**src/rtl/bfd_pkg.sv**
```systemverilog
// Shared types, constants and codes for the box filter downscaler.
`timescale 1ns / 1ps

package bfd_pkg;

  localparam int MAX_SCALE_DEF = 16;
  localparam int PIX_W         = 8;
  localparam int COORD_W       = 16;
  localparam int PCNT_W        = 9;
  localparam int SCALE_W       = 5;
  localparam int CFG_IDX_W     = 2;
  localparam int CFG_W         = 5;
  localparam int NUM_CH        = 4;
  localparam int CLAMP_MAX     = 255;

  // Configuration register indexes
  localparam logic [CFG_IDX_W-1:0] CFG_COLOR_MODEL = 2'd0;
  localparam logic [CFG_IDX_W-1:0] CFG_SCALE_X     = 2'd1;
  localparam logic [CFG_IDX_W-1:0] CFG_SCALE_Y     = 2'd2;

  // Color model codes
  localparam logic CM_RGBA = 1'b0;
  localparam logic CM_LUM  = 1'b1;

  localparam logic [SCALE_W-1:0] SCALE_RESET = 5'd2;

  typedef enum logic {
    ST_IDLE,
    ST_DIVIDE
  } bfd_state_t;

  typedef struct packed {
    logic [NUM_CH-1:0][PIX_W-1:0] chan;
    logic                         present;
    logic [COORD_W-1:0]           wx;
    logic [COORD_W-1:0]           wy;
  } bfd_pixel_t;

  typedef struct packed {
    logic [NUM_CH-1:0][PIX_W-1:0] avg;
    logic                         any_present;
    logic [PCNT_W-1:0]            present_count;
    logic [COORD_W-1:0]           ox;
    logic [COORD_W-1:0]           oy;
  } bfd_result_t;

  typedef struct packed {
    logic accept;
    logic load;
    logic step;
    logic publish;
  } bfd_cmd_t;

  typedef struct packed {
    logic win_end;
    logic div_done;
    logic out_free;
  } bfd_sts_t;

endpackage

```
**src/rtl/bfd_if.sv**
```systemverilog
// Pixel and result channel interfaces of the box filter downscaler.
`timescale 1ns / 1ps

interface bfd_in_if;
  import bfd_pkg::*;
  logic               valid;
  logic               ready;
  logic [PIX_W-1:0]   chan_a;
  logic [PIX_W-1:0]   chan_b;
  logic [PIX_W-1:0]   chan_c;
  logic [PIX_W-1:0]   chan_d;
  logic               pixel_present;
  logic [COORD_W-1:0] window_x;
  logic [COORD_W-1:0] window_y;

  modport source (output valid, chan_a, chan_b, chan_c, chan_d, pixel_present,
                  window_x, window_y, input ready);
  modport sink (input valid, chan_a, chan_b, chan_c, chan_d, pixel_present,
                window_x, window_y, output ready);
endinterface

interface bfd_out_if;
  import bfd_pkg::*;
  logic               valid;
  logic               ready;
  logic [PIX_W-1:0]   avg_a;
  logic [PIX_W-1:0]   avg_b;
  logic [PIX_W-1:0]   avg_c;
  logic [PIX_W-1:0]   avg_d;
  logic               any_present;
  logic [PCNT_W-1:0]  present_count;
  logic [COORD_W-1:0] out_x;
  logic [COORD_W-1:0] out_y;

  modport source (output valid, avg_a, avg_b, avg_c, avg_d, any_present,
                  present_count, out_x, out_y, input ready);
  modport sink (input valid, avg_a, avg_b, avg_c, avg_d, any_present,
                present_count, out_x, out_y, output ready);
endinterface

```
**src/rtl/bfd_ctrl.sv**
```systemverilog
// Controller state machine: input handshake and divider sequencing.
`timescale 1ns / 1ps

module bfd_ctrl (
  input  logic              clk,
  input  logic              rst_n,
  input  logic              in_valid,
  input  bfd_pkg::bfd_sts_t sts,
  output logic              in_ready,
  output bfd_pkg::bfd_cmd_t cmd
);
  import bfd_pkg::*;

  bfd_state_t state_r;
  bfd_state_t state_nxt;

  always_ff @(posedge clk) begin
    if (!rst_n) begin
      state_r <= ST_IDLE;
    end else begin
      state_r <= state_nxt;
    end
  end

  always_comb begin
    state_nxt = state_r;
    unique case (state_r)
      ST_IDLE: begin
        if (in_valid && sts.win_end) state_nxt = ST_DIVIDE;
      end
      ST_DIVIDE: begin
        if (sts.div_done && sts.out_free) state_nxt = ST_IDLE;
      end
      default: state_nxt = ST_IDLE;
    endcase
  end

  always_comb begin
    // a window's last item waits until the divider is free
    in_ready    = !sts.win_end || (state_r == ST_IDLE);
    cmd.accept  = in_valid && in_ready;
    cmd.load    = cmd.accept && sts.win_end;
    cmd.step    = (state_r == ST_DIVIDE) && !sts.div_done;
    cmd.publish = (state_r == ST_DIVIDE) && sts.div_done && sts.out_free;
  end

endmodule

```
**src/rtl/bfd_datapath.sv**
```systemverilog
// Datapath: config registers, window accumulators, four-lane divider, output register.
`timescale 1ns / 1ps

module bfd_datapath #(
  parameter int MAX_SCALE = bfd_pkg::MAX_SCALE_DEF
) (
  input  logic                           clk,
  input  logic                           rst_n,
  input  logic                           cfg_we,
  input  logic [bfd_pkg::CFG_IDX_W-1:0]  cfg_index,
  input  logic [bfd_pkg::CFG_W-1:0]      cfg_wdata,
  input  bfd_pkg::bfd_pixel_t            pix,
  input  bfd_pkg::bfd_cmd_t              cmd,
  output bfd_pkg::bfd_sts_t              sts,
  input  logic                           out_ready,
  output logic                           out_valid,
  output bfd_pkg::bfd_result_t           res
);
  import bfd_pkg::*;

  localparam int EFF_W  = $clog2(MAX_SCALE + 1);
  localparam int TOT_W  = 2 * EFF_W;
  localparam int CNT_W  = $clog2(MAX_SCALE * MAX_SCALE + 1);
  localparam int IDX_W  = (MAX_SCALE > 1) ? $clog2(MAX_SCALE * MAX_SCALE) : 1;
  localparam int SUM_W  = $clog2(MAX_SCALE * MAX_SCALE * CLAMP_MAX + 1);
  localparam int STEP_W = $clog2(SUM_W + 1);

  logic               color_r;
  logic [SCALE_W-1:0] scale_x_r;
  logic [SCALE_W-1:0] scale_y_r;

  logic [EFF_W-1:0] sx_eff;
  logic [EFF_W-1:0] sy_eff;
  logic [TOT_W-1:0] total;
  logic             win_end;

  logic [NUM_CH-1:0][SUM_W-1:0] sum_r;
  logic [NUM_CH-1:0][SUM_W-1:0] sum_add;
  logic [CNT_W-1:0]             cnt_r;
  logic [CNT_W-1:0]             cnt_add;
  logic [IDX_W-1:0]             idx_r;

  logic [NUM_CH-1:0][SUM_W-1:0] quo_r;
  logic [NUM_CH-1:0][SUM_W-1:0] quo_nxt;
  logic [NUM_CH-1:0][CNT_W-1:0] rem_r;
  logic [NUM_CH-1:0][CNT_W-1:0] rem_nxt;
  logic [CNT_W-1:0]             div_r;
  logic [STEP_W-1:0]            step_r;
  logic                         mode_r;
  logic [COORD_W-1:0]           ox_r;
  logic [COORD_W-1:0]           oy_r;

  logic                         out_valid_r;
  bfd_result_t                  res_r;
  bfd_result_t                  res_nxt;

  // configuration registers
  always_ff @(posedge clk) begin
    if (!rst_n) begin
      color_r   <= CM_RGBA;
      scale_x_r <= SCALE_RESET;
      scale_y_r <= SCALE_RESET;
    end else if (cfg_we) begin
      unique case (cfg_index)
        CFG_COLOR_MODEL: color_r   <= cfg_wdata[0];
        CFG_SCALE_X:     scale_x_r <= cfg_wdata[SCALE_W-1:0];
        CFG_SCALE_Y:     scale_y_r <= cfg_wdata[SCALE_W-1:0];
        default: ;
      endcase
    end
  end

  // zero acts as one, anything above the maximum acts as the maximum
  always_comb begin
    if (scale_x_r == '0) sx_eff = EFF_W'(1);
    else if (32'(scale_x_r) > 32'(MAX_SCALE)) sx_eff = EFF_W'(MAX_SCALE);
    else sx_eff = EFF_W'(scale_x_r);
    if (scale_y_r == '0) sy_eff = EFF_W'(1);
    else if (32'(scale_y_r) > 32'(MAX_SCALE)) sy_eff = EFF_W'(MAX_SCALE);
    else sy_eff = EFF_W'(scale_y_r);
    total   = TOT_W'(sx_eff) * TOT_W'(sy_eff);
    win_end = (32'(idx_r) + 32'd1) >= 32'(total);
  end

  always_comb begin
    for (int i = 0; i < NUM_CH; i++) begin
      sum_add[i] = sum_r[i] + (pix.present ? SUM_W'(pix.chan[i]) : SUM_W'(0));
    end
    cnt_add = cnt_r + CNT_W'(pix.present);
  end

  always_ff @(posedge clk) begin
    if (!rst_n) begin
      sum_r <= '0;
      cnt_r <= '0;
      idx_r <= '0;
    end else if (cmd.accept) begin
      if (win_end) begin
        sum_r <= '0;
        cnt_r <= '0;
        idx_r <= '0;
      end else begin
        sum_r <= sum_add;
        cnt_r <= cnt_add;
        idx_r <= idx_r + IDX_W'(1);
      end
    end
  end

  // one restoring quotient bit per lane and cycle
  always_comb begin
    logic [CNT_W:0]   rem_sh;
    logic [CNT_W+1:0] diff;
    rem_sh = '0;
    diff   = '0;
    for (int i = 0; i < NUM_CH; i++) begin
      rem_sh = {rem_r[i], quo_r[i][SUM_W-1]};
      diff   = {1'b0, rem_sh} - {2'b00, div_r};
      if (!diff[CNT_W+1]) begin
        rem_nxt[i] = diff[CNT_W-1:0];
        quo_nxt[i] = {quo_r[i][SUM_W-2:0], 1'b1};
      end else begin
        rem_nxt[i] = rem_sh[CNT_W-1:0];
        quo_nxt[i] = {quo_r[i][SUM_W-2:0], 1'b0};
      end
    end
  end

  always_ff @(posedge clk) begin
    if (!rst_n) begin
      step_r <= '0;
    end else if (cmd.load) begin
      step_r <= '0;
    end else if (cmd.step) begin
      step_r <= step_r + STEP_W'(1);
    end
  end

  always_ff @(posedge clk) begin
    if (cmd.load) begin
      quo_r  <= sum_add;
      rem_r  <= '0;
      div_r  <= cnt_add;
      mode_r <= color_r;
      ox_r   <= pix.wx;
      oy_r   <= pix.wy;
    end else if (cmd.step) begin
      quo_r <= quo_nxt;
      rem_r <= rem_nxt;
    end
  end

  always_comb begin
    res_nxt.any_present   = (div_r != '0);
    res_nxt.present_count = PCNT_W'(div_r);
    res_nxt.ox            = ox_r;
    res_nxt.oy            = oy_r;
    for (int i = 0; i < NUM_CH; i++) begin
      if ((div_r == '0) || ((mode_r == CM_LUM) && (i >= 2))) begin
        res_nxt.avg[i] = '0;
      end else if (quo_r[i] > SUM_W'(CLAMP_MAX)) begin
        res_nxt.avg[i] = PIX_W'(CLAMP_MAX);
      end else begin
        res_nxt.avg[i] = PIX_W'(quo_r[i]);
      end
    end
  end

  always_ff @(posedge clk) begin
    if (!rst_n) begin
      out_valid_r <= 1'b0;
    end else if (cmd.publish) begin
      out_valid_r <= 1'b1;
    end else if (out_ready) begin
      out_valid_r <= 1'b0;
    end
  end

  always_ff @(posedge clk) begin
    if (cmd.publish) res_r <= res_nxt;
  end

  assign sts.win_end  = win_end;
  assign sts.div_done = (step_r == STEP_W'(SUM_W));
  assign sts.out_free = !out_valid_r || out_ready;
  assign out_valid    = out_valid_r;
  assign res          = res_r;

endmodule

```
**src/rtl/box_filter_downscale_core.sv**
```systemverilog
// Pixels are taken one per cycle; a window's last pixel is taken only while the divider is idle.
// The divider produces one quotient bit per cycle; the quotient is as wide as the sum, 16 bits
// at the default maximum scale. A window's last pixel loads the divider, which then steps
// through the quotient bits and publishes the result once the output register is free.
// Reset (rst_n low, synchronous) empties the accumulators, clears the output valid flag and sets
// color model RGBA and a 2 by 2 window.
`timescale 1ns / 1ps

module box_filter_downscale_core #(
  parameter int MAX_SCALE = bfd_pkg::MAX_SCALE_DEF
) (
  input  logic                          clk,
  input  logic                          rst_n,
  bfd_in_if.sink                        in_chan,
  bfd_out_if.source                     out_res,
  input  logic                          cfg_we,
  input  logic [bfd_pkg::CFG_IDX_W-1:0] cfg_index,
  input  logic [bfd_pkg::CFG_W-1:0]     cfg_wdata
);
  import bfd_pkg::*;

  bfd_pixel_t  pix;
  bfd_result_t res;
  bfd_cmd_t    cmd;
  bfd_sts_t    sts;
  logic        in_ready;
  logic        out_valid;

  assign pix.chan[0] = in_chan.chan_a;
  assign pix.chan[1] = in_chan.chan_b;
  assign pix.chan[2] = in_chan.chan_c;
  assign pix.chan[3] = in_chan.chan_d;
  assign pix.present = in_chan.pixel_present;
  assign pix.wx      = in_chan.window_x;
  assign pix.wy      = in_chan.window_y;
  assign in_chan.ready = in_ready;

  bfd_ctrl u_ctrl (
    .clk      (clk),
    .rst_n    (rst_n),
    .in_valid (in_chan.valid),
    .sts      (sts),
    .in_ready (in_ready),
    .cmd      (cmd)
  );

  bfd_datapath #(
    .MAX_SCALE (MAX_SCALE)
  ) u_datapath (
    .clk       (clk),
    .rst_n     (rst_n),
    .cfg_we    (cfg_we),
    .cfg_index (cfg_index),
    .cfg_wdata (cfg_wdata),
    .pix       (pix),
    .cmd       (cmd),
    .sts       (sts),
    .out_ready (out_res.ready),
    .out_valid (out_valid),
    .res       (res)
  );

  assign out_res.valid         = out_valid;
  assign out_res.avg_a         = res.avg[0];
  assign out_res.avg_b         = res.avg[1];
  assign out_res.avg_c         = res.avg[2];
  assign out_res.avg_d         = res.avg[3];
  assign out_res.any_present   = res.any_present;
  assign out_res.present_count = res.present_count;
  assign out_res.out_x         = res.ox;
  assign out_res.out_y         = res.oy;

endmodule

```
**src/flat_wrapper.sv**
```systemverilog
// flat-port wrapper written by rule: the top's interface ports become plain ports
module box_filter_downscale_core_flat import bfd_pkg::*;
#(
  parameter int MAX_SCALE = bfd_pkg::MAX_SCALE_DEF
)
  (clk, rst_n, cfg_we, cfg_index, cfg_wdata, in_chan_valid, in_chan_chan_a, in_chan_chan_b, in_chan_chan_c, in_chan_chan_d, in_chan_pixel_present, in_chan_window_x, in_chan_window_y, in_chan_ready, out_res_valid, out_res_avg_a, out_res_avg_b, out_res_avg_c, out_res_avg_d, out_res_any_present, out_res_present_count, out_res_out_x, out_res_out_y, out_res_ready);
  bfd_in_if in_chan_i ();
  bfd_out_if out_res_i ();
  input  logic clk;
  input  logic rst_n;
  input  logic cfg_we;
  input  logic [bfd_pkg::CFG_IDX_W-1:0] cfg_index;
  input  logic [bfd_pkg::CFG_W-1:0] cfg_wdata;
  input wire logic [$bits(in_chan_i.valid)-1:0] in_chan_valid;
  input wire logic [$bits(in_chan_i.chan_a)-1:0] in_chan_chan_a;
  input wire logic [$bits(in_chan_i.chan_b)-1:0] in_chan_chan_b;
  input wire logic [$bits(in_chan_i.chan_c)-1:0] in_chan_chan_c;
  input wire logic [$bits(in_chan_i.chan_d)-1:0] in_chan_chan_d;
  input wire logic [$bits(in_chan_i.pixel_present)-1:0] in_chan_pixel_present;
  input wire logic [$bits(in_chan_i.window_x)-1:0] in_chan_window_x;
  input wire logic [$bits(in_chan_i.window_y)-1:0] in_chan_window_y;
  output wire logic [$bits(in_chan_i.ready)-1:0] in_chan_ready;
  output wire logic [$bits(out_res_i.valid)-1:0] out_res_valid;
  output wire logic [$bits(out_res_i.avg_a)-1:0] out_res_avg_a;
  output wire logic [$bits(out_res_i.avg_b)-1:0] out_res_avg_b;
  output wire logic [$bits(out_res_i.avg_c)-1:0] out_res_avg_c;
  output wire logic [$bits(out_res_i.avg_d)-1:0] out_res_avg_d;
  output wire logic [$bits(out_res_i.any_present)-1:0] out_res_any_present;
  output wire logic [$bits(out_res_i.present_count)-1:0] out_res_present_count;
  output wire logic [$bits(out_res_i.out_x)-1:0] out_res_out_x;
  output wire logic [$bits(out_res_i.out_y)-1:0] out_res_out_y;
  input wire logic [$bits(out_res_i.ready)-1:0] out_res_ready;
  assign in_chan_i.valid = in_chan_valid;
  assign in_chan_i.chan_a = in_chan_chan_a;
  assign in_chan_i.chan_b = in_chan_chan_b;
  assign in_chan_i.chan_c = in_chan_chan_c;
  assign in_chan_i.chan_d = in_chan_chan_d;
  assign in_chan_i.pixel_present = in_chan_pixel_present;
  assign in_chan_i.window_x = in_chan_window_x;
  assign in_chan_i.window_y = in_chan_window_y;
  assign in_chan_ready = in_chan_i.ready;
  assign out_res_valid = out_res_i.valid;
  assign out_res_avg_a = out_res_i.avg_a;
  assign out_res_avg_b = out_res_i.avg_b;
  assign out_res_avg_c = out_res_i.avg_c;
  assign out_res_avg_d = out_res_i.avg_d;
  assign out_res_any_present = out_res_i.any_present;
  assign out_res_present_count = out_res_i.present_count;
  assign out_res_out_x = out_res_i.out_x;
  assign out_res_out_y = out_res_i.out_y;
  assign out_res_i.ready = out_res_ready;
  box_filter_downscale_core #(.MAX_SCALE(MAX_SCALE)) u_core (.clk(clk), .rst_n(rst_n), .in_chan(in_chan_i), .out_res(out_res_i), .cfg_we(cfg_we), .cfg_index(cfg_index), .cfg_wdata(cfg_wdata));
endmodule
```
**config.mk**
```make
export PLATFORM = sky130hd
export DESIGN_NAME = box_filter_downscale_core_flat
export DESIGN_NICKNAME = d
export VERILOG_FILES = /design/src/rtl/bfd_pkg.sv /design/src/rtl/bfd_if.sv /design/src/rtl/bfd_ctrl.sv /design/src/rtl/bfd_datapath.sv /design/src/rtl/box_filter_downscale_core.sv /design/src/flat_wrapper.sv
export SDC_FILE = /design/constraint.sdc
export NUM_CORES = 1
export LEC_CHECK = 0
export BUFFER_PORTS_ARGS = -buffer_cell sky130_fd_sc_hd__buf_2
export CAP_MARGIN = 40
export CORE_ASPECT_RATIO = 0.75
export CORE_MARGIN = 2
export CORE_UTILIZATION = 55
export CTS_BUF_LIST = sky130_fd_sc_hd__clkbuf_8
export DETAILED_ROUTE_END_ITERATION = 10
export HOLD_SLACK_MARGIN = 0.06
export PLACE_DENSITY_LB_ADDON = 0.05
export SLEW_MARGIN = 20
export SYNTH_ARGS = -nofsm -noshare
export SYNTH_HDL_FRONTEND = slang
export SYNTH_HIERARCHICAL = 1
export SYNTH_SLANG_ARGS = --single-unit
```
**constraint.sdc**
```tcl
create_clock -name clk -period 10.35 [get_ports clk]
set_input_delay 0 -clock clk [delete_from_list [all_inputs] [get_ports clk]]
set_output_delay 0 -clock clk [all_outputs]
set_load 0.01 [all_outputs]
```
## Word level (Yosys, flattened, before mapping)

Cells that the tools add are included.

- Eq/ne operators: 3
- Order comparisons: 7
- Reductions and logical operators: 24
- Add/subtract/negate cells: 12
- Bitwise logic cells: 2
- Multiplexer cells: 30
- $mul: 1

Operators by type and width:

| cell | count |
|---|---|
| 2-to-1 mux 64 bit | 3 |
| 2-to-1 mux 8 bit | 9 |
| adder 16 x 8 -> 16 bit | 4 |
| greater-than comparator 16 x 8 -> 1 bit, second input constant | 4 |
| 2-to-1 mux 9 bit | 5 |
| subtractor 10 x 9 -> 11 bit | 4 |
| 2-to-1 mux 5 bit | 4 |
| >= comparator 9 x 10 -> 1 bit | 1 |
| greater-than comparator 5 bit, second input constant | 2 |
| zero test 5 bit | 2 |
| multiplier 5 x 5 -> 10 bit | 1 |
| adder 8 x 1 -> 9 bit, second input constant | 1 |
| adder 9 x 1 -> 9 bit | 1 |
| zero test 9 bit | 1 |
| nonzero test 9 bit | 1 |
| adder 8 x 1 -> 8 bit, second input constant | 1 |
| 2-to-1 mux 1 bit | 8 |
| logical AND 1 bit | 7 |
| AND reduction 2 bit | 3 |
| adder 5 x 1 -> 5 bit, second input constant | 1 |
| == test 5 bit, second input constant | 1 |
| nonzero test 2 bit | 2 |
| zero test 1 bit | 3 |
| logical OR 1 bit | 3 |
| other kinds (6) | 7 |

- Flip-flop bits (word level): 315
- Output and inout port bits: 76
- Word-level logic and storage cells: 111
- Input port bits: 77

## Longest topological paths before layout

Gate-level depths: netlist of run 1.

- Depth after elaboration: 10
- Mapped depth: 30

## Modules after synthesis

Netlist of run 1, hierarchy kept.

Modules (own cells, without submodules):

| module | instances | seq. area each (µm²) | cells each | area an instance (µm²) |
|---|---|---|---|---|
| bfd_datapath | 1 | 8087.8 | 1542 | 16580.9 |
| bfd_ctrl | 1 | 20.0 | 9 | 72.6 |

## Least setup slack after synthesis of run 1

OpenSTA, ideal clock, no wires.

- Path kind: register -> register
- Start point: register u_core.u_datapath.scale_y_r[4]
- End point: register u_core/u_datapath/quo_r[0] in the netlist's numbering, enable pin
- Library setup time: 420 ps
- Cell stages (with the launch flop): 25
- Period minus slack after synthesis: 8517 ps
- Data required time: 9930 ps
- Arrival time: 8097 ps
- Path slack: 1833 ps
- Path through: dfxtp_1 > nor2_1 > nand3_1 > fa_1 > fa_1 > fa_1 > inv_1 > ha_1 > a21o_1 > a21oi_1 > o21bai_1 > a21oi_1 > xor2_1 > ha_1 > o21ai_0 > o21bai_1 > o311ai_2 > or3_4 > inv_1 > buf_4 > nand2_1 > nor2_1 > clkbuf_1 > nor2_1 > inv_1

RTL lines:

| item | RTL line | source |
|---|---|---|
| start, declared | bfd_datapath.sv:30 | `logic [SCALE_W-1:0] scale_y_r;` |
| start signal, assigned | bfd_datapath.sv:67 | `CFG_SCALE_Y: scale_y_r <= cfg_wdata[SCALE_W-1:0];` |
| end signal, assigned | bfd_datapath.sv:141 | `quo_r <= sum_add;` |
| end signal, assigned | bfd_datapath.sv:148 | `quo_r <= quo_nxt;` |
| end, declared | bfd_datapath.sv:43 | `logic [NUM_CH-1:0][SUM_W-1:0] quo_r;` |

==> out/qor.csv, run 1 <==
metric,value,unit
status,"finished, final reports clean",
DR iter-0 viols,761,
TritonCTS Buffers,49,
"Clk Latency, worst-skew pair",0.60,ns
via count,12170,
clk slew on worst S/H paths,0.06,ns
Die Y,154.7,µm
CTS tree,yes,
CTS max path bufs,3,
setup TNS,0,ns
port buffer count,152,
CP max FO,58,
Worst Tran Pin Value,0.8839,ns
Final Non-Filler Cells,2200,
CTS Root Cell,clkbuf_8,
synth unique cells,68,
first-pass GRT wire length,60520,µm
"top cells by area, synth","edfxtp_1 32%, dfxtp_1 16%, ha_1 7.5%",
Setup crit start,u_core/u_datapath/scale_y_r[4],
mapped cell area,16650,µm²
diode count,0,
initial core utilization,0.5550,
antenna violations before repair,0,
global placer's final weighted congestion,0.8105,
Worst R2R Start,u_core/u_datapath/scale_y_r[4],
hpwl dp,25060,µm
Hold Worst Slack,0.1090,ns
yosys synthesis warning count,6,
final setup fails,0,
grt ovf,0,
num ports,153,
register bit total from synthesis,315,
First-pass DRT Iterations,7,
clock skew,0.01808,ns
Worst IR Drop VDD,0.1043,mV
Pwr per Cell Area,191.8,nW/µm²
"Core Util, Final",0.6448,
Final min period,7.410,ns
Routed WL,37210,µm
Syn Inst Count,1551,
hold buffer count at CTS,50,
Tot GR Track Use,0.2367,
max cap viols,0,
Final #Nets,1954,
vias per cell,5.531,
final-report hold violation count,0,
"Slew Viols, Final",0,
Area growth syn-to-layout,16.18,%
leakage dissipation,0.007857,µW
placed insts,2057,
core area,30000,µm²
# rows,55,
WP data required,10.83,ns
kind of critical path,reg2reg,
DR WL/cell,16.91,µm
post-CTS sizing,0,
syn_nets,1745,
post-CTS setup buffers,0,
Tcrit/Tclk final,0.7159,
normalized max-slew margin,0.4108,
largest net degree at the start of global routing,169,
Die W,204.9,µm
Max Freq,135.0,MHz
drt drc,0,
Synth top area share,0.3246,
Post-DRT Antenna Nets,0,
Setup crit end kind,flop,
cell taking the most area after synthesis,edfxtp_1,
worst hold start,in_chan_chan_c[5],
Worst Hold Class,in2reg,
die area,31700,µm²
Worst Setup Start Kind,flop,
fraction of layout cells with a size suffix above 1,0.1638,
number of global-route vias before repair,11850,
"EDFF count, synth",180,
RSZ-0062 raised after global routing,false,
"Top FF cell, synth",edfxtp_1,
ys async rst share,0,
clock net sink count,315,
htree depth,2,
register area share after synthesis,0.4869,
syn avg cell area,10.74,µm²
critical path arrival,7.89,ns
-- Yosys cell counts, types with 4 or more instances --
cell / count
a211oi_1: 13
a21boi_0: 36
a21o_1: 27
a21oi_1: 63
a221oi_1: 4
a22o_1: 19
a22oi_1: 4
a31oi_1: 24
and2_1: 46
and3_1: 11
buf_1: 4
buf_2: 6
clkbuf_1: 48
dfxtp_1: 135
edfxtp_1: 180
fa_1: 17
ha_1: 100
inv_1: 74
mux2_2: 31
mux2i_1: 40
nand2_1: 99
nand2b_1: 8
nand3_1: 63
nand3b_1: 6
nand4_1: 13
nor2_1: 115
nor2b_1: 33
nor3_1: 12
nor3b_1: 5
nor4_1: 19
o2111ai_1: 4
o21a_1: 43
o21ai_0: 52
o21bai_1: 11
o22ai_1: 9
o311ai_0: 5
or2_2: 4
or3_1: 21
xnor2_1: 62
xor2_1: 33
-- where the power goes --
part	leakage [µW]	total, µW	switching (µW)	internal (µW)
clock network	0.000555	1010	496	511
logic	0.00456	1100	611	490
registers	0.00274	1600	102	1500
total	0.00786	3710	1210	2500
-- cell usage in the layout, fill, tap and decap left out, drive strengths merged, types with 5 or more instances in the layout --
master / n
a2111oi: 6
a211oi: 15
a21boi: 36
a21o: 27
a21oi: 63
a22o: 19
a31oi: 24
and2: 47
and3: 12
buf: 168
clkbuf: 58
clkinv: 12
dfxtp: 135
dlygate4sd3: 50
edfxtp: 180
fa: 17
ha: 100
inv: 94
mux2: 32
mux2i: 40
nand2: 99
nand2b: 8
nand3: 63
nand3b: 6
nand4: 13
nor2: 115
nor2b: 33
nor3: 12
nor3b: 6
nor4: 19
o21a: 43
o21ai: 55
o21bai: 11
o22ai: 9
o311ai: 7
o41ai: 5
or3: 22
xnor2: 62
xor2: 33
-- path summary, 6_finish.rpt --
check / end / slack (ns) / cells after the start
worst min register to register: u_core/u_datapath/res[10] / 0.42 / 0
worst min-delay path: u_core/u_datapath/sum_r[37] / 0.11 / 5
worst max register to register: u_core/u_datapath/sum_r[13] / 2.94 / 25
worst max-delay path: u_core/u_datapath/sum_r[13] / 2.94 / 25
-- registers in the layout (all words and copies together), names as in the netlist, 5 cells and up --
name / cells
u_core/u_datapath/res: 74
u_core/u_datapath/quo_r: 64
u_core/u_datapath/sum_r: 64
u_core/u_datapath/rem_r: 36
u_core/u_datapath/ox_r: 16
u_core/u_datapath/oy_r: 16
u_core/u_datapath/cnt_r: 9
u_core/u_datapath/div_r: 9
u_core/u_datapath/idx_r: 8
u_core/u_datapath/scale_x_r: 5
u_core/u_datapath/scale_y_r: 5
u_core/u_datapath/step_r: 5
-- stage by stage --
stage	instance area, µm²	setup WS, ns	total power (µW)
detailed placement	17890	2.743	2704
floorplan	16650	1.833	2451
finish	19350	2.940	3711
global placement	17780	2.818	2665
CTS	19340	2.741	3738
global route	19350	2.263	3942
-- worst max-delay path, cell delays in order (launching register included) --
cell and delay (ns):
dfxtp_1 0.38, nor2_1 0.40, nand3_1 0.17, fa_1 0.50, fa_1 0.52, fa_1 0.54
inv_1 0.04, ha_1 0.33, o21ai_0 0.11, o21bai_1 0.27, a21oi_1 0.13, xor2_1 0.16
ha_1 0.30, a2111oi_0 0.35, o21ai_0 0.18, a41oi_2 0.29, or3_4 0.65, inv_1 0.19
nand2_1 0.12, and2_1 0.12, buf_4 0.41, inv_1 0.08, buf_4 0.29, nand2_1 0.38
o21ai_0 0.17, a21o_1 0.20
-- cell families after synthesis --
logic type / synth area share
adder cells (fa/ha/maj): 0.09557
buffers and inverters: 0.03155
flip-flops: 0.4869
AND/OR/NAND/NOR: 0.1402
AO/OA/AOI/OAI: 0.1500
XOR/XNOR: 0.04996
multiplexers: 0.04590
-- final cells by class --
| class | instances | area (µm²) |
|---|---|---|
| fillers | 2479 | 10660 |
| flip-flops and latches | 315 | 8108 |
| multi-input cells | 1101 | 8053 |
| repair buffers | 219 | 1463 |
| clock buffers | 58 | 798.3 |
| well taps | 399 | 499.2 |
| inverters | 74 | 277.8 |
| clock inverters | 34 | 148.9 |
-- layer usage --
| metal | global-route usage | wire length, µm | vias up |
|---|---|---|---|
| met5 | 0 | 0 | - |
| met4 | 0.05824 | 657 | 0 |
| met3 | 0.03898 | 1933 | 59 |
| met2 | 0.3615 | 16130 | 303 |
| met1 | 0.3514 | 18490 | 5702 |
| li1 | - | - | 6104 |
Power figures use the tool's default switching activity.
==> run 2, diff against run 1 <==
==> constraint.sdc (replaced) <==
create_clock -name clk -period 7.1 [get_ports clk]
set_input_delay 0 -clock clk [delete_from_list [all_inputs] [get_ports clk]]
set_output_delay 0 -clock clk [all_outputs]
set_load 0.01 [all_outputs]
==> out/qor.csv, run 2 (synthesized netlist as in run 1, its figures left out) <==
metric,value,unit,change
status,"finished, final reports clean",,
Worst Hold Class,in2reg,,
fraction of layout cells with a size suffix above 1,0.1675,,+0.003698
Worst Tran Pin Value,0.8368,ns,-0.04709 ns
setup TNS,0,ns,unchanged
Setup crit end kind,flop,,
clk slew on worst S/H paths,0.06,ns,about the same
Routed WL,37380,µm,+0.47%
final-report hold violation count,0,,unchanged
global placer's final weighted congestion,0.8197,,+1.1%
htree depth,2,,unchanged
CTS Root Cell,clkbuf_8,,
First-pass DRT Iterations,5,,-2
WP data required,7.64,ns,-3.19 ns
"commonest non-fill, non-tap cell in the layout",edfxtp_1,,
Area growth syn-to-layout,16.60,%,
diode count,0,,unchanged
dpl ws,0.5110,ns,-2.232 ns
# rows,55,,unchanged
DR iter-0 viols,778,,+2.2%
"Clk Latency, worst-skew pair",0.61,ns,about the same
Final #Nets,1962,,+0.41%
DR WL/cell,16.93,µm,+0.10%
port buffer count,152,,unchanged
Pwr per Cell Area,280.4,nW/µm²,+46%
max cap viols,0,,unchanged
normalized max-slew margin,0.4396,,+0.02887
area of the multi-input gates,8053,µm²,unchanged
final setup fails,0,,unchanged
TritonCTS Buffers,49,,unchanged
Max Freq,152.3,MHz,+13%
clock net sink count,315,,unchanged
post-CTS setup buffers,0,,unchanged
clock skew,0.03323,ns,+0.01514 ns
Largest register FFs,74,,unchanged
vias per cell,5.563,,+0.59%
cell family with most CP delay,adder cells,,
core area,30000,µm²,unchanged
Post-DRT Antenna Nets,0,,unchanged
register area,8108,µm²,unchanged
CP max FO,21,,-64%
CTS max path bufs,3,,unchanged
Tot GR Track Use,0.2328,,-0.003870
worst setup margin,0.5320,ns,-2.408 ns
CP cell instances,nor2_1 > nand3_1 > fa_1 > fa_1 > fa_1 > inv_1 > ha_1 > o21ai_0 > o21bai_1 > a21oi_1 > xor2_1 > ha_1 > a2111oi_0 > o21ai_0 > a41oi_2 > or3_4 > inv_1 > nand2_1 > and2_1 > buf_4 > and3_1 > a22o_1,,
Worst Setup Start Kind,flop,,
number of global-route vias before repair,11730,,-1.1%
"Slew Viols, Final",0,,unchanged
leakage dissipation,0.007903,µW,+0.59%
antenna violations before repair,0,,unchanged
hold buffer count at CTS,52,,+4.0%
via count,12280,,+0.95%
kind of critical path,reg2reg,,
Final min period,6.568,ns,-0.8417 ns
most frequent cells in the layout,"180 x edfxtp_1, 152 x buf_2, 135 x dfxtp_1",,
post-CTS sizing,0,,unchanged
Die W,204.9,µm,unchanged
grt ovf,0,,unchanged
critical path's most frequent cell,fa_1,,
CTS tree,yes,,
Tcrit/Tclk final,0.9251,,+0.2092
drt drc,0,,unchanged
Filler cells,2421,,-2.3%
first-pass GRT wire length,59530,µm,-1.6%
die area,31700,µm²,unchanged
Worst path max stage delay,0.65,ns,about the same
initial core utilization,0.5550,,unchanged
critical path arrival,7.11,ns,-0.78 ns
largest net degree at the start of global routing,152,,-10%
hpwl dp,25170,µm,+0.43%
num ports,153,,unchanged
RSZ-0062 raised after global routing,false,,
Die Y,154.7,µm,unchanged
CP max stage cell,and3_1,,
Worst IR Drop VDD,0.1489,mV,+43%
CP bufs+invs,3,,-2
==> run 2: changes by cell type in the layout (fill, tap and decap cells not counted), moves of 2 or more <==
cell / previous run / this run
buf_4: 10 / 16
clkinv_1: 7 / 3
clkinv_2: 5 / 7
dlygate4sd3_1: 50 / 52
inv_1: 92 / 94
inv_6: 0 / 2
==> run 2: worst paths after layout <==
path                             startpoint                           to  slack (ns)  cells past startpoint
max          u_core/u_datapath/scale_y_r[4]  u_core/u_datapath/sum_r[53]        0.53                     22
min                       in_chan_chan_b[1]  u_core/u_datapath/quo_r[17]         0.1                      4
max reg2reg  u_core/u_datapath/scale_y_r[4]  u_core/u_datapath/sum_r[53]        0.53                     22
min reg2reg       u_core/u_datapath/oy_r[9]     u_core/u_datapath/res[9]        0.42                      0
==> run 2: power breakdown <==
group	internal (µW)	switching [µW]
clock	776	729
sequential	2190	145
combinational	722	884
==> run 2: final cells by class <==
type                            instances  share of cell area
Multi-Input combinational cell       1101              0.4147
Sequential cell                       315              0.4175
Clock buffer                           57             0.04040
Inverter                               74             0.01450
Clock inverter                         35            0.009729
Tap cell                              399             0.02571
Timing Repair Buffer                  227             0.07745
==> run 2: per-layer routing <==
layer	part of all wire	up-vias	global-route usage
li1	-	6101	-
met1	0.49	5804	0.3443
met2	0.43	324	0.3541
met3	0.058	55	0.03729
met4	0.018	0	0.06646
met5	0	-	0
==> run 2: metrics by stage <==
stage | utilization | area [µm²] | std cells | power (µW) | hold WS, ns
finish | 0.6472 | 19420 | 2208 | 5446 | 0.09617
global route | 0.6472 | 19420 | 2208 | 5783 | 0.09296
CTS | 0.6467 | 19400 | 2206 | 5477 | 0.06106
detailed placement | 0.5969 | 17910 | 2062 | 3927 | 0.1781
global placement | 0.5942 | 17830 | 2056 | 3885 | 0.1771
floorplan | - | 16660 | 1551 | 3572 | 0.09887
==> run 2: worst register-to-register path: cells and delay by family, from the launching register on <==
kind                     cells  cell delay (ns)
AND/OR/NAND/NOR              6             1.66
AO/OA/AOI/OAI                7             1.74
adder cells (fa/ha/maj)      5             2.17
buffers and inverters        3             0.42
XOR/XNOR                     1             0.15
flip-flops                   1             0.36
